$ cat config.mk
export PLATFORM = sky130hd
export DESIGN_NAME = terminal_escape_key_decoder
export DESIGN_NICKNAME = d
export VERILOG_FILES = /design/src/rtl/tkd_pkg.sv /design/src/rtl/tkd_in_stage.sv /design/src/rtl/tkd_decode.sv /design/src/rtl/terminal_escape_key_decoder.sv
export SDC_FILE = /design/constraint.sdc
export NUM_CORES = 1
export LEC_CHECK = 0
export ABC_AREA = 1
export BUFFER_PORTS_ARGS = -buffer_cell sky130_fd_sc_hd__buf_4
export CAP_MARGIN = 20
export CORE_AREA = 2 2 56 58
export CTS_BUF_LIST = sky130_fd_sc_hd__clkbuf_16
export CTS_CLUSTER_DIAMETER = 150
export DETAILED_ROUTE_END_ITERATION = 12
export DIE_AREA = 0 0 58 60
export GPL_ROUTABILITY_DRIVEN = 0
export PLACE_DENSITY_LB_ADDON = 0.12
export SETUP_SLACK_MARGIN = 0.1
export SLEW_MARGIN = 40
export SYNTH_ARGS = -nofsm -noshare
export SYNTH_HDL_FRONTEND = slang
export SYNTH_HIERARCHICAL = 1
export SYNTH_SLANG_ARGS = --single-unit
$ cat constraint.sdc
create_clock -name clk -period 2.25 [get_ports clk]
set_input_delay 0 -clock clk [delete_from_list [all_inputs] [get_ports clk]]
set_output_delay 0 -clock clk [all_outputs]
set_load 0.02 [all_outputs]
$ cat src/rtl/tkd_pkg.sv
// Shared types, byte constants, key codes and lookup tables for the escape key decoder.
package tkd_pkg;

  // Raw byte values that steer the sequence decode
  localparam logic [7:0] BYTE_ESC    = 8'd27;
  localparam logic [7:0] BYTE_LBRACK = 8'h5B;  // '['
  localparam logic [7:0] BYTE_SS3_O  = 8'h4F;  // 'O'
  localparam logic [7:0] BYTE_TILDE  = 8'h7E;  // '~'
  localparam logic [7:0] BYTE_DIG_0  = 8'h30;  // '0'
  localparam logic [7:0] BYTE_DIG_8  = 8'h38;  // '8'
  localparam logic [7:0] BYTE_UP_A   = 8'h41;  // 'A'
  localparam logic [7:0] BYTE_UP_F   = 8'h46;  // 'F'
  localparam logic [7:0] BYTE_UP_H   = 8'h48;  // 'H'

  localparam int unsigned KEY_W = 9;

  // Key codes
  localparam logic [KEY_W-1:0] KC_EMPTY   = 9'd0;
  localparam logic [KEY_W-1:0] KC_ESC     = 9'd27;
  localparam logic [KEY_W-1:0] KC_UP      = 9'd300;
  localparam logic [KEY_W-1:0] KC_DOWN    = 9'd301;
  localparam logic [KEY_W-1:0] KC_RIGHT   = 9'd302;
  localparam logic [KEY_W-1:0] KC_LEFT    = 9'd303;
  localparam logic [KEY_W-1:0] KC_HOME    = 9'd304;
  localparam logic [KEY_W-1:0] KC_END     = 9'd305;
  localparam logic [KEY_W-1:0] KC_DEL     = 9'd306;
  localparam logic [KEY_W-1:0] KC_PAGE_UP = 9'd307;
  localparam logic [KEY_W-1:0] KC_PAGE_DN = 9'd308;

  // Largest digit that the tilde table covers
  localparam logic [3:0] TILDE_MAX = 4'd8;

  // One input request
  typedef struct packed {
    logic [7:0] byte_value;
    logic       no_byte;
  } tkd_item_t;

  // Input stage toward the decoder
  typedef struct packed {
    logic      valid;
    tkd_item_t item;
  } tkd_stage_t;

  // ESC [ letter table, indexed by letter - 'A'; KC_EMPTY marks an empty entry
  function automatic logic [KEY_W-1:0] letter_key(input logic [2:0] idx);
    logic [KEY_W-1:0] k;
    case (idx)
      3'd0:    k = KC_UP;
      3'd1:    k = KC_DOWN;
      3'd2:    k = KC_RIGHT;
      3'd3:    k = KC_LEFT;
      3'd5:    k = KC_END;
      3'd7:    k = KC_HOME;
      default: k = KC_EMPTY;
    endcase
    return k;
  endfunction

  // ESC [ digit ~ table; KC_EMPTY marks an empty entry
  function automatic logic [KEY_W-1:0] tilde_key(input logic [3:0] digit);
    logic [KEY_W-1:0] k;
    case (digit)
      4'd1:    k = KC_HOME;
      4'd3:    k = KC_DEL;
      4'd4:    k = KC_END;
      4'd5:    k = KC_PAGE_UP;
      4'd6:    k = KC_PAGE_DN;
      4'd7:    k = KC_HOME;
      4'd8:    k = KC_END;
      default: k = KC_EMPTY;
    endcase
    return k;
  endfunction

endpackage

$ cat src/rtl/tkd_in_stage.sv
// Input register stage: captures one request and holds it until the decoder takes it.
module tkd_in_stage (
  input  logic               clk,
  input  logic               rst_n,
  input  logic               in_valid,
  output logic               in_ready,
  input  tkd_pkg::tkd_item_t in_item,
  input  logic               take,
  output tkd_pkg::tkd_stage_t stage
);
  import tkd_pkg::*;

  logic      valid_r;
  logic      valid_nxt;
  tkd_item_t item_r;

  // Free when empty or when the held request moves on this cycle
  assign in_ready  = !valid_r || take;
  assign valid_nxt = (in_valid && in_ready) || (valid_r && !take);

  always_ff @(posedge clk) begin
    if (!rst_n) begin
      valid_r <= 1'b0;
    end else begin
      valid_r <= valid_nxt;
    end
  end

  // Payload needs no reset
  always_ff @(posedge clk) begin
    if (in_valid && in_ready) begin
      item_r <= in_item;
    end
  end

  assign stage.valid = valid_r;
  assign stage.item  = item_r;

endmodule

$ cat src/rtl/tkd_decode.sv
// Sequence decoder: phase state, held digit and the registered key result.
module tkd_decode (
  input  logic                        clk,
  input  logic                        rst_n,
  input  tkd_pkg::tkd_stage_t         stage,
  output logic                        take,
  output logic                        out_valid,
  input  logic                        out_ready,
  output logic [tkd_pkg::KEY_W-1:0]   out_key_code
);
  import tkd_pkg::*;

  typedef enum logic [2:0] {
    PH_IDLE      = 3'd0,
    PH_ESC       = 3'd1,
    PH_CSI       = 3'd2,
    PH_CSI_DIGIT = 3'd3,
    PH_SS3       = 3'd4
  } phase_t;

  phase_t           phase_r, phase_nxt;
  logic [3:0]       digit_r, digit_nxt;
  logic             out_valid_r;
  logic [KEY_W-1:0] key_r;
  logic             has_key;
  logic [KEY_W-1:0] key_nxt;
  logic [KEY_W-1:0] table_key;
  logic [7:0]       b;
  logic             none;

  assign b    = stage.item.byte_value;
  assign none = stage.item.no_byte;

  // Decoder moves when the result register is free or drains this cycle
  assign take = stage.valid && (!out_valid_r || out_ready);

  // Next phase and key for the held request
  always_comb begin
    phase_nxt = PH_IDLE;
    digit_nxt = digit_r;
    has_key   = 1'b1;
    key_nxt   = KC_ESC;
    table_key = KC_EMPTY;
    if (phase_r == PH_IDLE) begin
      if (none) begin
        has_key = 1'b0;
      end else if (b != BYTE_ESC) begin
        key_nxt = {1'b0, b};
      end else begin
        phase_nxt = PH_ESC;
        has_key   = 1'b0;
      end
    end else if (!none) begin
      // Unexpected bytes fall through to ESC and return to idle
      unique case (phase_r)
        PH_ESC: begin
          if (b == BYTE_LBRACK) begin
            phase_nxt = PH_CSI;
            has_key   = 1'b0;
          end else if (b == BYTE_SS3_O) begin
            phase_nxt = PH_SS3;
            has_key   = 1'b0;
          end
        end
        PH_CSI: begin
          if (b >= BYTE_DIG_0 && b <= BYTE_DIG_8) begin
            digit_nxt = b[3:0];
            phase_nxt = PH_CSI_DIGIT;
            has_key   = 1'b0;
          end else if (b >= BYTE_UP_A && b <= BYTE_UP_H) begin
            table_key = letter_key(b[2:0] - 3'd1);
            key_nxt   = (table_key == KC_EMPTY) ? KC_ESC : table_key;
          end
        end
        PH_CSI_DIGIT: begin
          if (b == BYTE_TILDE && digit_r <= TILDE_MAX) begin
            table_key = tilde_key(digit_r);
            key_nxt   = (table_key == KC_EMPTY) ? KC_ESC : table_key;
          end
        end
        PH_SS3: begin
          if (b == BYTE_UP_H) begin
            key_nxt = KC_HOME;
          end else if (b == BYTE_UP_F) begin
            key_nxt = KC_END;
          end
        end
        default: begin
        end
      endcase
    end
  end

  // State and registered result
  always_ff @(posedge clk) begin
    if (!rst_n) begin
      phase_r     <= PH_IDLE;
      digit_r     <= 4'd0;
      out_valid_r <= 1'b0;
      key_r       <= KC_EMPTY;
    end else if (take) begin
      phase_r     <= phase_nxt;
      digit_r     <= digit_nxt;
      out_valid_r <= has_key;
      if (has_key) begin
        key_r <= key_nxt;
      end
    end else if (out_ready) begin
      out_valid_r <= 1'b0;
    end
  end

  assign out_valid    = out_valid_r;
  assign out_key_code = key_r;

  // No-byte while idle never produces a result
  a_idle_none_silent: assert property (@(posedge clk) disable iff (!rst_n)
    (take && phase_r == PH_IDLE && none) |=> !out_valid_r)
    else $error("result from no-byte event while idle");

  // ESC while idle opens a sequence without a result
  a_esc_opens: assert property (@(posedge clk) disable iff (!rst_n)
    (take && phase_r == PH_IDLE && !none && b == BYTE_ESC)
      |=> (phase_r == PH_ESC && !out_valid_r))
    else $error("ESC did not open a sequence");

  // Any result ends a sequence
  a_result_idle: assert property (@(posedge clk) disable iff (!rst_n)
    (take && has_key) |=> (phase_r == PH_IDLE))
    else $error("phase not idle after a result");

  // Key codes stay in the defined ranges
  a_key_range: assert property (@(posedge clk) disable iff (!rst_n)
    out_valid_r |-> (key_r < 9'd256 || (key_r >= KC_UP && key_r <= KC_PAGE_DN)))
    else $error("key code out of range");

  // Held digit only ever takes tilde table indexes
  a_digit_range: assert property (@(posedge clk) disable iff (!rst_n)
    digit_r <= TILDE_MAX)
    else $error("held digit out of range");

endmodule

$ cat src/rtl/terminal_escape_key_decoder.sv
// Top level of the terminal escape key decoder.
// Usage:
//   The input channel (in_valid/in_ready) takes one request per cycle unless
//   stalled: a raw terminal byte in in_byte_value, or a no-byte event (end of
//   input or timeout) flagged by in_no_byte, in which case the byte is ignored.
//   The result channel (out_valid/out_ready) gives key codes on out_key_code:
//   0..255 for a plain byte or ESC, 300..308 for arrows, home, end, delete,
//   page up and page down. Bytes that open or continue an escape sequence,
//   and a no-byte event outside a sequence, give no result.
// Pipeline:
//   One request per cycle sustained while out_ready stays high. A request
//   moves from the input register through the phase decode into the
//   result register.
// Reset (rst_n low, synchronous) empties both registers and returns to the
//   idle phase with no sequence open.
// Stalls: while out_ready is low a finished key waits in the result register;
//   one more request is still taken into the input register, after which
//   in_ready drops until the result is taken.
module terminal_escape_key_decoder (
  input  logic                      clk,
  input  logic                      rst_n,
  input  logic                      in_valid,
  output logic                      in_ready,
  input  logic [7:0]                in_byte_value,
  input  logic                      in_no_byte,
  output logic                      out_valid,
  input  logic                      out_ready,
  output logic [tkd_pkg::KEY_W-1:0] out_key_code
);
  import tkd_pkg::*;

  tkd_item_t  in_item;
  tkd_stage_t stage;
  logic       take;

  assign in_item.byte_value = in_byte_value;
  assign in_item.no_byte    = in_no_byte;

  tkd_in_stage u_in_stage (
    .clk      (clk),
    .rst_n    (rst_n),
    .in_valid (in_valid),
    .in_ready (in_ready),
    .in_item  (in_item),
    .take     (take),
    .stage    (stage)
  );

  tkd_decode u_decode (
    .clk          (clk),
    .rst_n        (rst_n),
    .stage        (stage),
    .take         (take),
    .out_valid    (out_valid),
    .out_ready    (out_ready),
    .out_key_code (out_key_code)
  );

endmodule

; ---- After elaboration in Yosys (flattened, before gate mapping)
; Cells that the tools add are included.
[word_totals]
regBits = 27
inputBits = 13
output_inout_bits = 11
word_cells = 99
[classes]
muxes = 41
magnitude_cmp = 5
bitwise = 2
n_eq_ne = 22
add_sub_neg = 1
reduce_logical = 21
[op_table]
columns = op, n
row1 = 2-to-1 mux 9 bit, 19
row2 = case mux 9 bit (6 select lines), 1
row3 = case mux 9 bit (5 select lines), 1
row4 = "== test 8 x 7 -> 1 bit, second input constant", 5
row5 = case mux 9 bit (3 select lines), 1
row6 = logical NOT 9 bit, 2
row7 = "== test 4 x 3 -> 1 bit, second input constant", 4
row8 = 2-to-1 mux 3 bit, 5
row9 = "== test 3 x 2 -> 1 bit, second input constant", 4
row10 = 2-to-1 mux 1 bit, 10
row11 = "== test 3 bit, second input constant", 3
row12 = ">= comparator 8 x 6 -> 1 bit, second input constant", 1
row13 = ">= comparator 8 x 7 -> 1 bit, second input constant", 1
row14 = "<= comparator 8 x 6 -> 1 bit, second input constant", 1
row15 = "<= comparator 8 x 7 -> 1 bit, second input constant", 1
row16 = 2-to-1 mux 8 bit, 1
row17 = "inequality test 8 x 5 -> 1 bit, second input constant", 1
row18 = "== test 3 x 1 -> 1 bit, second input constant", 2
row19 = logical AND 1 bit, 6
row20 = logical NOT 3 bit, 2
row21 = case mux 3 bit (2 select lines), 1
row22 = AND reduction 5 bit, 1
row23 = "== test 4 x 1 -> 1 bit, second input constant", 1
row24 = "== test 4 x 2 -> 1 bit, second input constant", 1
row25 = other kinds (11), 17

; ---- Depth between registers and ports, before layout
; Gate-level depths: netlist of the first run.
[logic_depth]
ltp_word = 15
mapped_depth = 13

; ---- Modules after synthesis
; Netlist of the first run, hierarchy kept.
[by_module_without_submodules]
columns = mod, cells_each, seq_area_each_um2, area_per_inst_um2, instances
row1 = tkd_decode, 198, 340.3, 1197.4, 1
row2 = tkd_in_stage, 17, 290.3, 329.1, 1

; ---- Least setup slack after synthesis of the first run
; No wires, ideal clock.
[synth_timing]
path_kind = register to register
startpoint = register u_in_stage.valid_r
endpoint = register u_in_stage.item_r, in the netlist u_in_stage/stage[0] (enable)
n_path_buf = 1
setup_slack_ns = 0.659
stages_incl_launch_ff = 5
arrival_ns = 1.213
synth_period_minus_slack_ns = 1.591
setup_ns = 0.378
cell_sequence = dfxtp_1 > buf_4 > a21boi_2 > inv_2 > a21oi_1
[synth_between]
elab_chain_len = 3
word_cells_on_any_way = 4
classes_between = reduce/logical (4)
[synth_lines]
columns = element, line
row1 = start: declaration, tkd_in_stage.sv:13  ; logic valid_r;
row2 = start signal: assignment, tkd_in_stage.sv:25  ; valid_r <= valid_nxt;
row3 = logical AND 1 bit, tkd_decode.sv:35  ; assign take = stage.valid && (!out_valid_r || out_ready);
row4 = net take, terminal_escape_key_decoder.sv:34  ; logic take;
row5 = logical OR 1 bit, tkd_in_stage.sv:18  ; assign in_ready = !valid_r || take;
row6 = logical AND 1 bit, tkd_in_stage.sv:31  ; if (in_valid && in_ready) begin
row7 = end signal: assignment, tkd_in_stage.sv:32  ; item_r <= in_item;
row8 = end: declaration, tkd_in_stage.sv:15  ; tkd_item_t item_r;
; The timed path passes the listed nets, and every way through them passes these cells.
; A chain may end at the register's enable or synchronous reset.

; ---- Final worst setup path of the first run
[layout_timing]
startpoint = register u_in_stage.item_r, in the netlist u_in_stage/stage[1]
endpoint = register u_decode.key_r[5] (netlist: u_decode/out_key_code[5])
[layout_between]
elab_chain_len = 15
word_cells_on_any_way = 47
classes_between = add/sub (1) / order compare (4) / eq/ne (11) / mux (25) / reduce/logical (6)
[layout_lines]
columns = element, line
row1 = subtractor 3 x 1 -> 3 bit, tkd_decode.sv:71  ; table_key = letter_key(b[2:0] - 3'd1);
row2 = == test 3 bit (tied with other cells), tkd_pkg.sv:48  ; case (idx)
row3 = case mux 9 bit (6 select lines), tkd_pkg.sv:48
row4 = 2-to-1 mux 9 bit, tkd_decode.sv:70  ; end else if (b >= BYTE_UP_A && b <= BYTE_UP_H) begin
row5 = 2-to-1 mux 9 bit, tkd_decode.sv:66  ; if (b >= BYTE_DIG_0 && b <= BYTE_DIG_8) begin
row6 = 2-to-1 mux 9 bit, tkd_decode.sv:55  ; unique case (phase_r)
row7 = 2-to-1 mux 9 bit, tkd_decode.sv:53  ; end else if (!none) begin
row8 = 2-to-1 mux 9 bit, tkd_decode.sv:44  ; if (phase_r == PH_IDLE) begin
row9 = logical NOT 9 bit, tkd_decode.sv:72  ; key_nxt = (table_key == KC_EMPTY) ? KC_ESC : table_key;
row10 = 2-to-1 mux 9 bit, tkd_decode.sv:72
row11 = 2-to-1 mux 9 bit, tkd_decode.sv:70
row12 = 2-to-1 mux 9 bit, tkd_decode.sv:66
row13 = case mux 9 bit (3 select lines), tkd_decode.sv:55
row14 = 2-to-1 mux 9 bit, tkd_decode.sv:53
row15 = 2-to-1 mux 9 bit, tkd_decode.sv:44
row16 = end signal: assignment, tkd_decode.sv:106  ; key_r <= key_nxt;
row17 = end: declaration, tkd_decode.sv:24  ; logic [KEY_W-1:0] key_r;
; Several ways; a longest one is shown, not always the timed one. The select of a mux whose other input is x is not followed.

==> results.ini, run 1 <==
[synth]
synth_fp_nets = 228
synth_area_um2 = 1526
ys_types = 28
synth-seq-cells = 27
synth.yosys.seq_area_share_pct = 41.31
synthCells = 215
ys_warn_count = 6
syn_avg_cell_area_um2 = 7.100

[layout]
multi_input_area_um2 = 738.2
area.growth.synth_to_final_pct = 23.20
antenna_cells = 0
drive_above_1_share_pct = 17.74
stdcell_count = 281
nNetsFinal = 262
final_area_um2 = 1881
final-seq-area_um2 = 630.6
fillerInstances = 292
utilization_pct = 64.78

[hold_path]
hold_path_class = primary input to register

[timing]
setup_ws_ns = 0.5509
skew_ns = 0.001842
finalCriticalPeriod_ns = 1.699
setup_viol = 0
fin_tns_setup_ns = 0
max_clock_freq_mhz = 588.5
rsz0062_at_grt = no
tightest_slew_ns = 0.2554
slew_violations = 0
finalHoldViolCount = 0
timing.final.crit_share_pct = 75.52
slew_headroom_pct = 82.87

[power]
ir_worst_vdd_mv = 0.4440
total_leakage_power_nw = 0.8384
power_density_nw_per_um2 = 575.7

[drt]
firstDrtPassIters = 4
routed_wl_mm = 3.282
drc = 0
ant_nets = 0
vias_per_cell = 5.103
wire_per_inst_um = 11.68
vias = 1434
first_iter_violations = 41

[worst_setup_path]
startpoint_type = register
crit_fanout = 11
cpMostUsedCell = nand2_1
path_cells = nor2_1, nand2_1, nand2_1, nand2_1, nand2_1, nand3_2, nand2_4, inv_2, nor2_1, nor2_1, nand2_1, inv_1
crit_path_max_incr_delay_ns = 0.50
cp.required_ns = 2.41
cp_data_arrival_time_ns = 1.86
slowest_stage = edfxtp_1
worstSetupPathType = register to register
reg2reg_slack_ns = 0.55
endpoint_kind = register
path_buf_inv = 2
critical-path-top-delay-family = simple AND/OR/NAND/NOR gates

[run_status]
status = complete, no violations

[global_routing]
antenna_found_initial = 0
grt_max_degree = 16
grt-ovfl-total = 0
grt_pass1_vias = 1261
grt_use_total_pct = 20.59
grt_pass1_wl_mm = 5.299

[clock_network]
cts_tree = built
clock-sinks = 27
cts_max_level = 1
ctsResizeCount = 0
cts_root_buf = clkbuf_16
clkSlewWorstSetupHoldPaths_ns = 0.06
clk_path_buf_depth = 2
post_cts_buffers = 0
clk_latency_ns = 0.26
cts_buffers = 3

[floorplanning]
fp-row-count = 20
core-area_um2 = 2903
die_w_um = 58
die_y_um = 60
start_util_pct = 52.59
dieArea_um2 = 3480
ios = 24

[placement]
port_buffers = 23
place_area_um2 = 1710
dp_worst_setup_slack_ns = 0.5884
dp_hpwl_mm = 2.451
placed_cells = 268

[run]
maxCapViolations = 0

==> worst min-delay path, cell delays in order <==
cell	delay [ns]
buf_4	0.07
inv_1	0.04
a21oi_2	0.12
==> cells in the final DEF, fill, tap and decap left out, types with 4 or more instances in the layout <==
cell and n:
a21oi_1 17, nand4_1 5, dfxtp_1 18, dlygate4sd3_1 9, nand2_1 49, nor2_1 29, o21ai_0 9, nor3_1 4
nand3_1 17, edfxtp_1 9, inv_1 29, buf_4 24
==> where the power goes <==
group	total [mW]	internal [mW]	switching, mW
Clock	0.396	0.239	0.156
Sequential	0.549	0.528	0.0213
Combinational	0.138	0.0617	0.0761
Total	1.08	0.829	0.254
==> per-stage QoR <==
step | hold slack [ns] | total power, mW
after floorplan | 0.09887 | 0.6397
after global placement | 0.1781 | 0.6841
after detailed placement | 0.1793 | 0.6845
after CTS | 0.01277 | 1.093
after global routing | 0.01581 | 1.126
final | 0.01246 | 1.083
==> path summary, 6_finish.rpt <==
check | startpoint | cells after the start | to
max | u_in_stage/stage[1]$_DFFE_PP_ | 12 | u_decode/out_key_code[5]$_SDFFE_PN0P_
min | in_valid | 3 | u_in_stage/valid_r$_SDFF_PN0_
max reg2reg | u_in_stage/stage[1]$_DFFE_PP_ | 12 | u_decode/out_key_code[5]$_SDFFE_PN0P_
min reg2reg | u_decode/out_key_code[6]$_SDFFE_PN0P_ | 2 | u_decode/out_key_code[6]$_SDFFE_PN0P_
==> layer usage <==
metal  part of all wire (%)  vias up  track usage (%)
met2                     48       37            37.01
met1                     46      629            25.03
li1                       -      764                -
met5                      0        -                0
met3                    4.8        4            2.597
met4                    1.3        0            7.973
==> synth_stat cells <==
| library cell | n | area, um2 |
|---|---|---|
| nand2_1 | 49 | 183.9 |
| inv_1 | 29 | 108.9 |
| nor2_1 | 29 | 108.9 |
| dfxtp_1 | 18 | 360.4 |
| a21oi_1 | 17 | 85.08 |
| nand3_1 | 17 | 85.08 |
| edfxtp_1 | 9 | 270.3 |
| o21ai_0 | 9 | 45.04 |
| nand4_1 | 5 | 31.28 |
| nor3_1 | 4 | 20.02 |
| inv_2 | 3 | 11.26 |
| o21ai_1 | 3 | 15.01 |
| a21oi_2 | 2 | 17.52 |
| buf_4 | 2 | 15.01 |
| buf_6 | 2 | 22.52 |
| nand2_2 | 2 | 12.51 |
| nand3_2 | 2 | 20.02 |
| nor2_2 | 2 | 12.51 |
| o21bai_1 | 2 | 15.01 |
| a211oi_1 | 1 | 7.510 |
| a21boi_2 | 1 | 11.26 |
| nand2_4 | 1 | 11.26 |
| nor2_4 | 1 | 11.26 |
| nor3_2 | 1 | 10.01 |
| o211ai_2 | 1 | 12.51 |
| o21a_1 | 1 | 7.510 |
| o22ai_1 | 1 | 6.260 |
| xor2_1 | 1 | 8.760 |
==> state kept, by name, summed over array words and instances, names as in the netlist <==
| name | cells |
|---|---|
| u_in_stage/valid_r | 1 |
| u_decode/digit_r | 4 |
| u_decode/out_valid | 1 |
| u_decode/out_key_code | 9 |
| u_decode/phase_r | 3 |
| u_in_stage/stage | 9 |
==> cells by family after synthesis <==
logic type	after synthesis	synth area share, %
simple gates	113	33.20
compound gates	38	14.59
buf+inv	36	10.33
flops	27	41.31
xor+xnor	1	0.5739
==> final cells by class <==
| class | count | share of cell area, % |
|---|---|---|
| Multi-Input combinational cell | 152 | 39.25 |
| Sequential cell | 27 | 33.53 |
| Timing Repair Buffer | 33 | 14.37 |
| Inverter | 32 | 6.387 |
| Clock buffer | 3 | 3.992 |
| Tap cell | 33 | 2.196 |
| Clock inverter | 1 | 0.2661 |
==> what timing repair did <==
item,in CTS,in global routing
hold endpoints to repair,9,0
hold buffers,9,0
endpoints found under the setup margin,0,0
Note: power is estimated with default switching activity, not from simulation.
==> run 2: changes to the inputs <==
clock period = 1.72 ns   (was 2.25 ns; I/O delays follow)
==> run 2 against run 1 <==
Routed wire length is 5.9% higher. Via count is 3.0% higher. Global-route usage is 0.13 points higher. Clock skew hardly changed. Power is 34% higher. Sequential share of layout area is 2.4 points lower. Cell count is 4.3% higher. Count of clock-buffer cells in the layout stayed put. Worst setup slack worse by 0.43 ns. Critical endpoint is now u_decode/out_key_code[3]$_SDFFE_PN0P_. Largest cell class unchanged.
==> results.ini, run 2 (synthesis gave the netlist of run 1 again) <==
[timing]
finalCriticalPeriod_ns = 1.601  ; -0.09777 ns
finalHoldViolCount = 0  ; unchanged
slew_violations = 0  ; unchanged
tightest_slew_ns = 0.2769  ; +0.02144 ns
timing.final.crit_share_pct = 93.10  ; +18 points
max_clock_freq_mhz = 624.5  ; +6.1%
setup_viol = 0  ; unchanged
skew_ns = 0.002004  ; +0.0001625 ns
slew_headroom_pct = 81.54  ; -1.3 points
rsz0062_at_grt = yes
setup_ws_ns = 0.1187  ; -0.4322 ns

[floorplanning]
die_w_um = 58  ; unchanged
ios = 24  ; unchanged
die_y_um = 60  ; unchanged
dieArea_um2 = 3480  ; unchanged
core-area_um2 = 2903  ; unchanged
start_util_pct = 52.59  ; unchanged
fp-row-count = 20  ; unchanged

[worst_setup_path]
reg2reg_to = u_decode/out_key_code[3]$_SDFFE_PN0P_
critPathCapture = u_decode/out_key_code[3]$_SDFFE_PN0P_
crit_fanout = 6  ; -5
startpoint = u_in_stage/stage[1]$_DFFE_PP_
startpoint_type = register
cp.required_ns = 1.87  ; -0.54 ns
cp_data_arrival_time_ns = 1.75  ; -0.11 ns
reg2reg_slack_ns = 0.12  ; -0.43 ns
r2r_start = u_in_stage/stage[1]$_DFFE_PP_
worstSetupPathType = register to register
endpoint_kind = register
reg2reg_depth = 8  ; -4

[layout]
final_area_um2 = 2026  ; +7.7%
layout_commonest_cell = nand2_1
layout_common_cells = 45 x nand2_1, 34 x buf_4, 28 x inv_1, 24 x nor2_1, 18 x dfxtp_1
antenna_cells = 0  ; unchanged
area.growth.synth_to_final_pct = 32.70
multi_input_area_um2 = 782.0  ; +5.9%
stdcell_count = 293  ; +4.3%
utilization_pct = 69.78  ; +5.0 points
drive_above_1_share_pct = 26.15  ; +8.4 points
final-seq-area_um2 = 630.6  ; unchanged
fillerInstances = 246  ; -16%
nNetsFinal = 274  ; +4.6%

[clock_network]
clock-sinks = 27  ; unchanged
clkSlewWorstSetupHoldPaths_ns = 0.06  ; about the same
cts_max_level = 1  ; unchanged
cts_buffers = 3  ; unchanged
cts_root_buf = clkbuf_16
clk_latency_ns = 0.26  ; about the same
clk_path_buf_depth = 2  ; unchanged
cts_tree = built

[global_routing]
grt_max_degree = 15  ; -1
antenna_found_initial = 0  ; unchanged
grt-ovfl-total = 0  ; unchanged
grt_use_total_pct = 20.71  ; +0.13 points
grt_pass1_vias = 1281  ; +1.6%
grt_pass1_wl_mm = 5.457  ; +3.0%

[power]
p_int_mw = 1.106  ; +33%
pwr-share-clk_pct = 35.4  ; -1.1 points
power_switching_mw = 0.3456  ; +36%
power_mw = 1.451  ; +34%
sw_frac_of_total_pct = 23.82  ; +0.39 points
ir_worst_vdd_mv = 0.5114  ; +15%
p_comb_share_pct = 15.1  ; +2.4 points
power_density_nw_per_um2 = 716.4  ; +24%
pwr-share-seq_pct = 49.5  ; -1.2 points
total_leakage_power_nw = 0.9051  ; +8.0%

[placement]
placed_cells = 272  ; +1.5%
dp_hpwl_mm = 2.501  ; +2.0%
place_area_um2 = 1740  ; +1.8%
port_buffers = 23  ; unchanged
dp_worst_setup_slack_ns = 0.06263  ; -0.5258 ns

[run]
maxCapViolations = 0  ; unchanged

[drt]
routed_wl_mm = 3.477  ; +5.9%
vias = 1477  ; +3.0%
firstDrtPassIters = 4  ; unchanged
drc = 0  ; unchanged
wire_per_inst_um = 11.87  ; +1.6%
first_iter_violations = 63  ; +54%
vias_per_cell = 5.041  ; -1.2%
ant_nets = 0  ; unchanged

[hold_path]
hold_path_class = primary input to register

[run_status]
status = complete, no violations

==> run 2: cell count changes in the layout (fill, tap and decap cells not counted), moves of 2 or more <==
cell,delta
nand2_1,-4
buf_6,+2
buf_4,+10
nor2_1,-5
nor2_2,+5
nand2_2,+3
==> run 2: stage by stage <==
step	TNS [ns]	hold slack, ns
after CTS	0	0.01130
after global routing	-0.01546	0.01961
after global placement	0	0.1779
after detailed placement	0	0.1792
final	0	0.006782
after floorplan	0	0.09887
==> run 2: critical path: stages, from the launching register on <==
cell and delay (ns):
edfxtp_1 0.51, nor2_1 0.14, nand2_1 0.07, nor2_2 0.14, nor2_1 0.07, a21oi_1 0.22
nand2_1 0.07, o21ai_0 0.19, a21oi_1 0.09
==> run 2: layout make-up <==
type / count / area share (%)
Tap cell: 33 / 2.038
Inverter: 32 / 6.177
Clock inverter: 1 / 0.1853
Clock buffer: 3 / 3.706
Multi-Input combinational cell: 152 / 38.60
Sequential cell: 27 / 31.13
Timing Repair Buffer: 45 / 18.16
==> run 2: power groups by stage <==
stage	Sequential (mW)	Combinational, mW	Clock [mW]
floorplan	0.740	0.0966	0
global placement	0.731	0.170	0
detailed placement	0.731	0.171	0
CTS	0.716	0.192	0.523
finish	0.719	0.218	0.514
global route	0.722	0.239	0.542
==> run 2: how the worst min path moves through the flow <==
stage,from,to,slack [ns],cells after the start
global route,in_valid,u_in_stage/valid_r$_SDFF_PN0_,0.02,3
floorplan,in_no_byte,u_in_stage/stage[0]$_DFFE_PP_,0.1,0
CTS,in_valid,u_in_stage/valid_r$_SDFF_PN0_,0.01,3
detailed placement,in_byte_value[3],u_in_stage/stage[4]$_DFFE_PP_,0.18,1
finish,in_valid,u_in_stage/valid_r$_SDFF_PN0_,0.007,3
global placement,in_byte_value[6],u_in_stage/stage[7]$_DFFE_PP_,0.18,1
==> run 2: what timing repair did <==
action | CTS | global route
hold buffers | 9 | 0
resized for setup | 0 | 19
endpoints found under the hold margin | 9 | 0
endpoints found under the setup margin | 4 | 11
buffers inserted | 2 | 6
pin swaps | 0 | 6
==> run 2: per-layer routing <==
| layer | track usage (%) | vias up | share of wire (%) | routed length (um) |
|---|---|---|---|---|
| li1 | - | 786 | - | - |
| met4 | 7.973 | 0 | 2.1 | 72 |
| met1 | 25.41 | 643 | 45 | 1557 |
| met5 | 0 | - | 0 | 0 |
| met2 | 37.01 | 41 | 49 | 1689 |
| met3 | 2.597 | 7 | 4.5 | 157 |
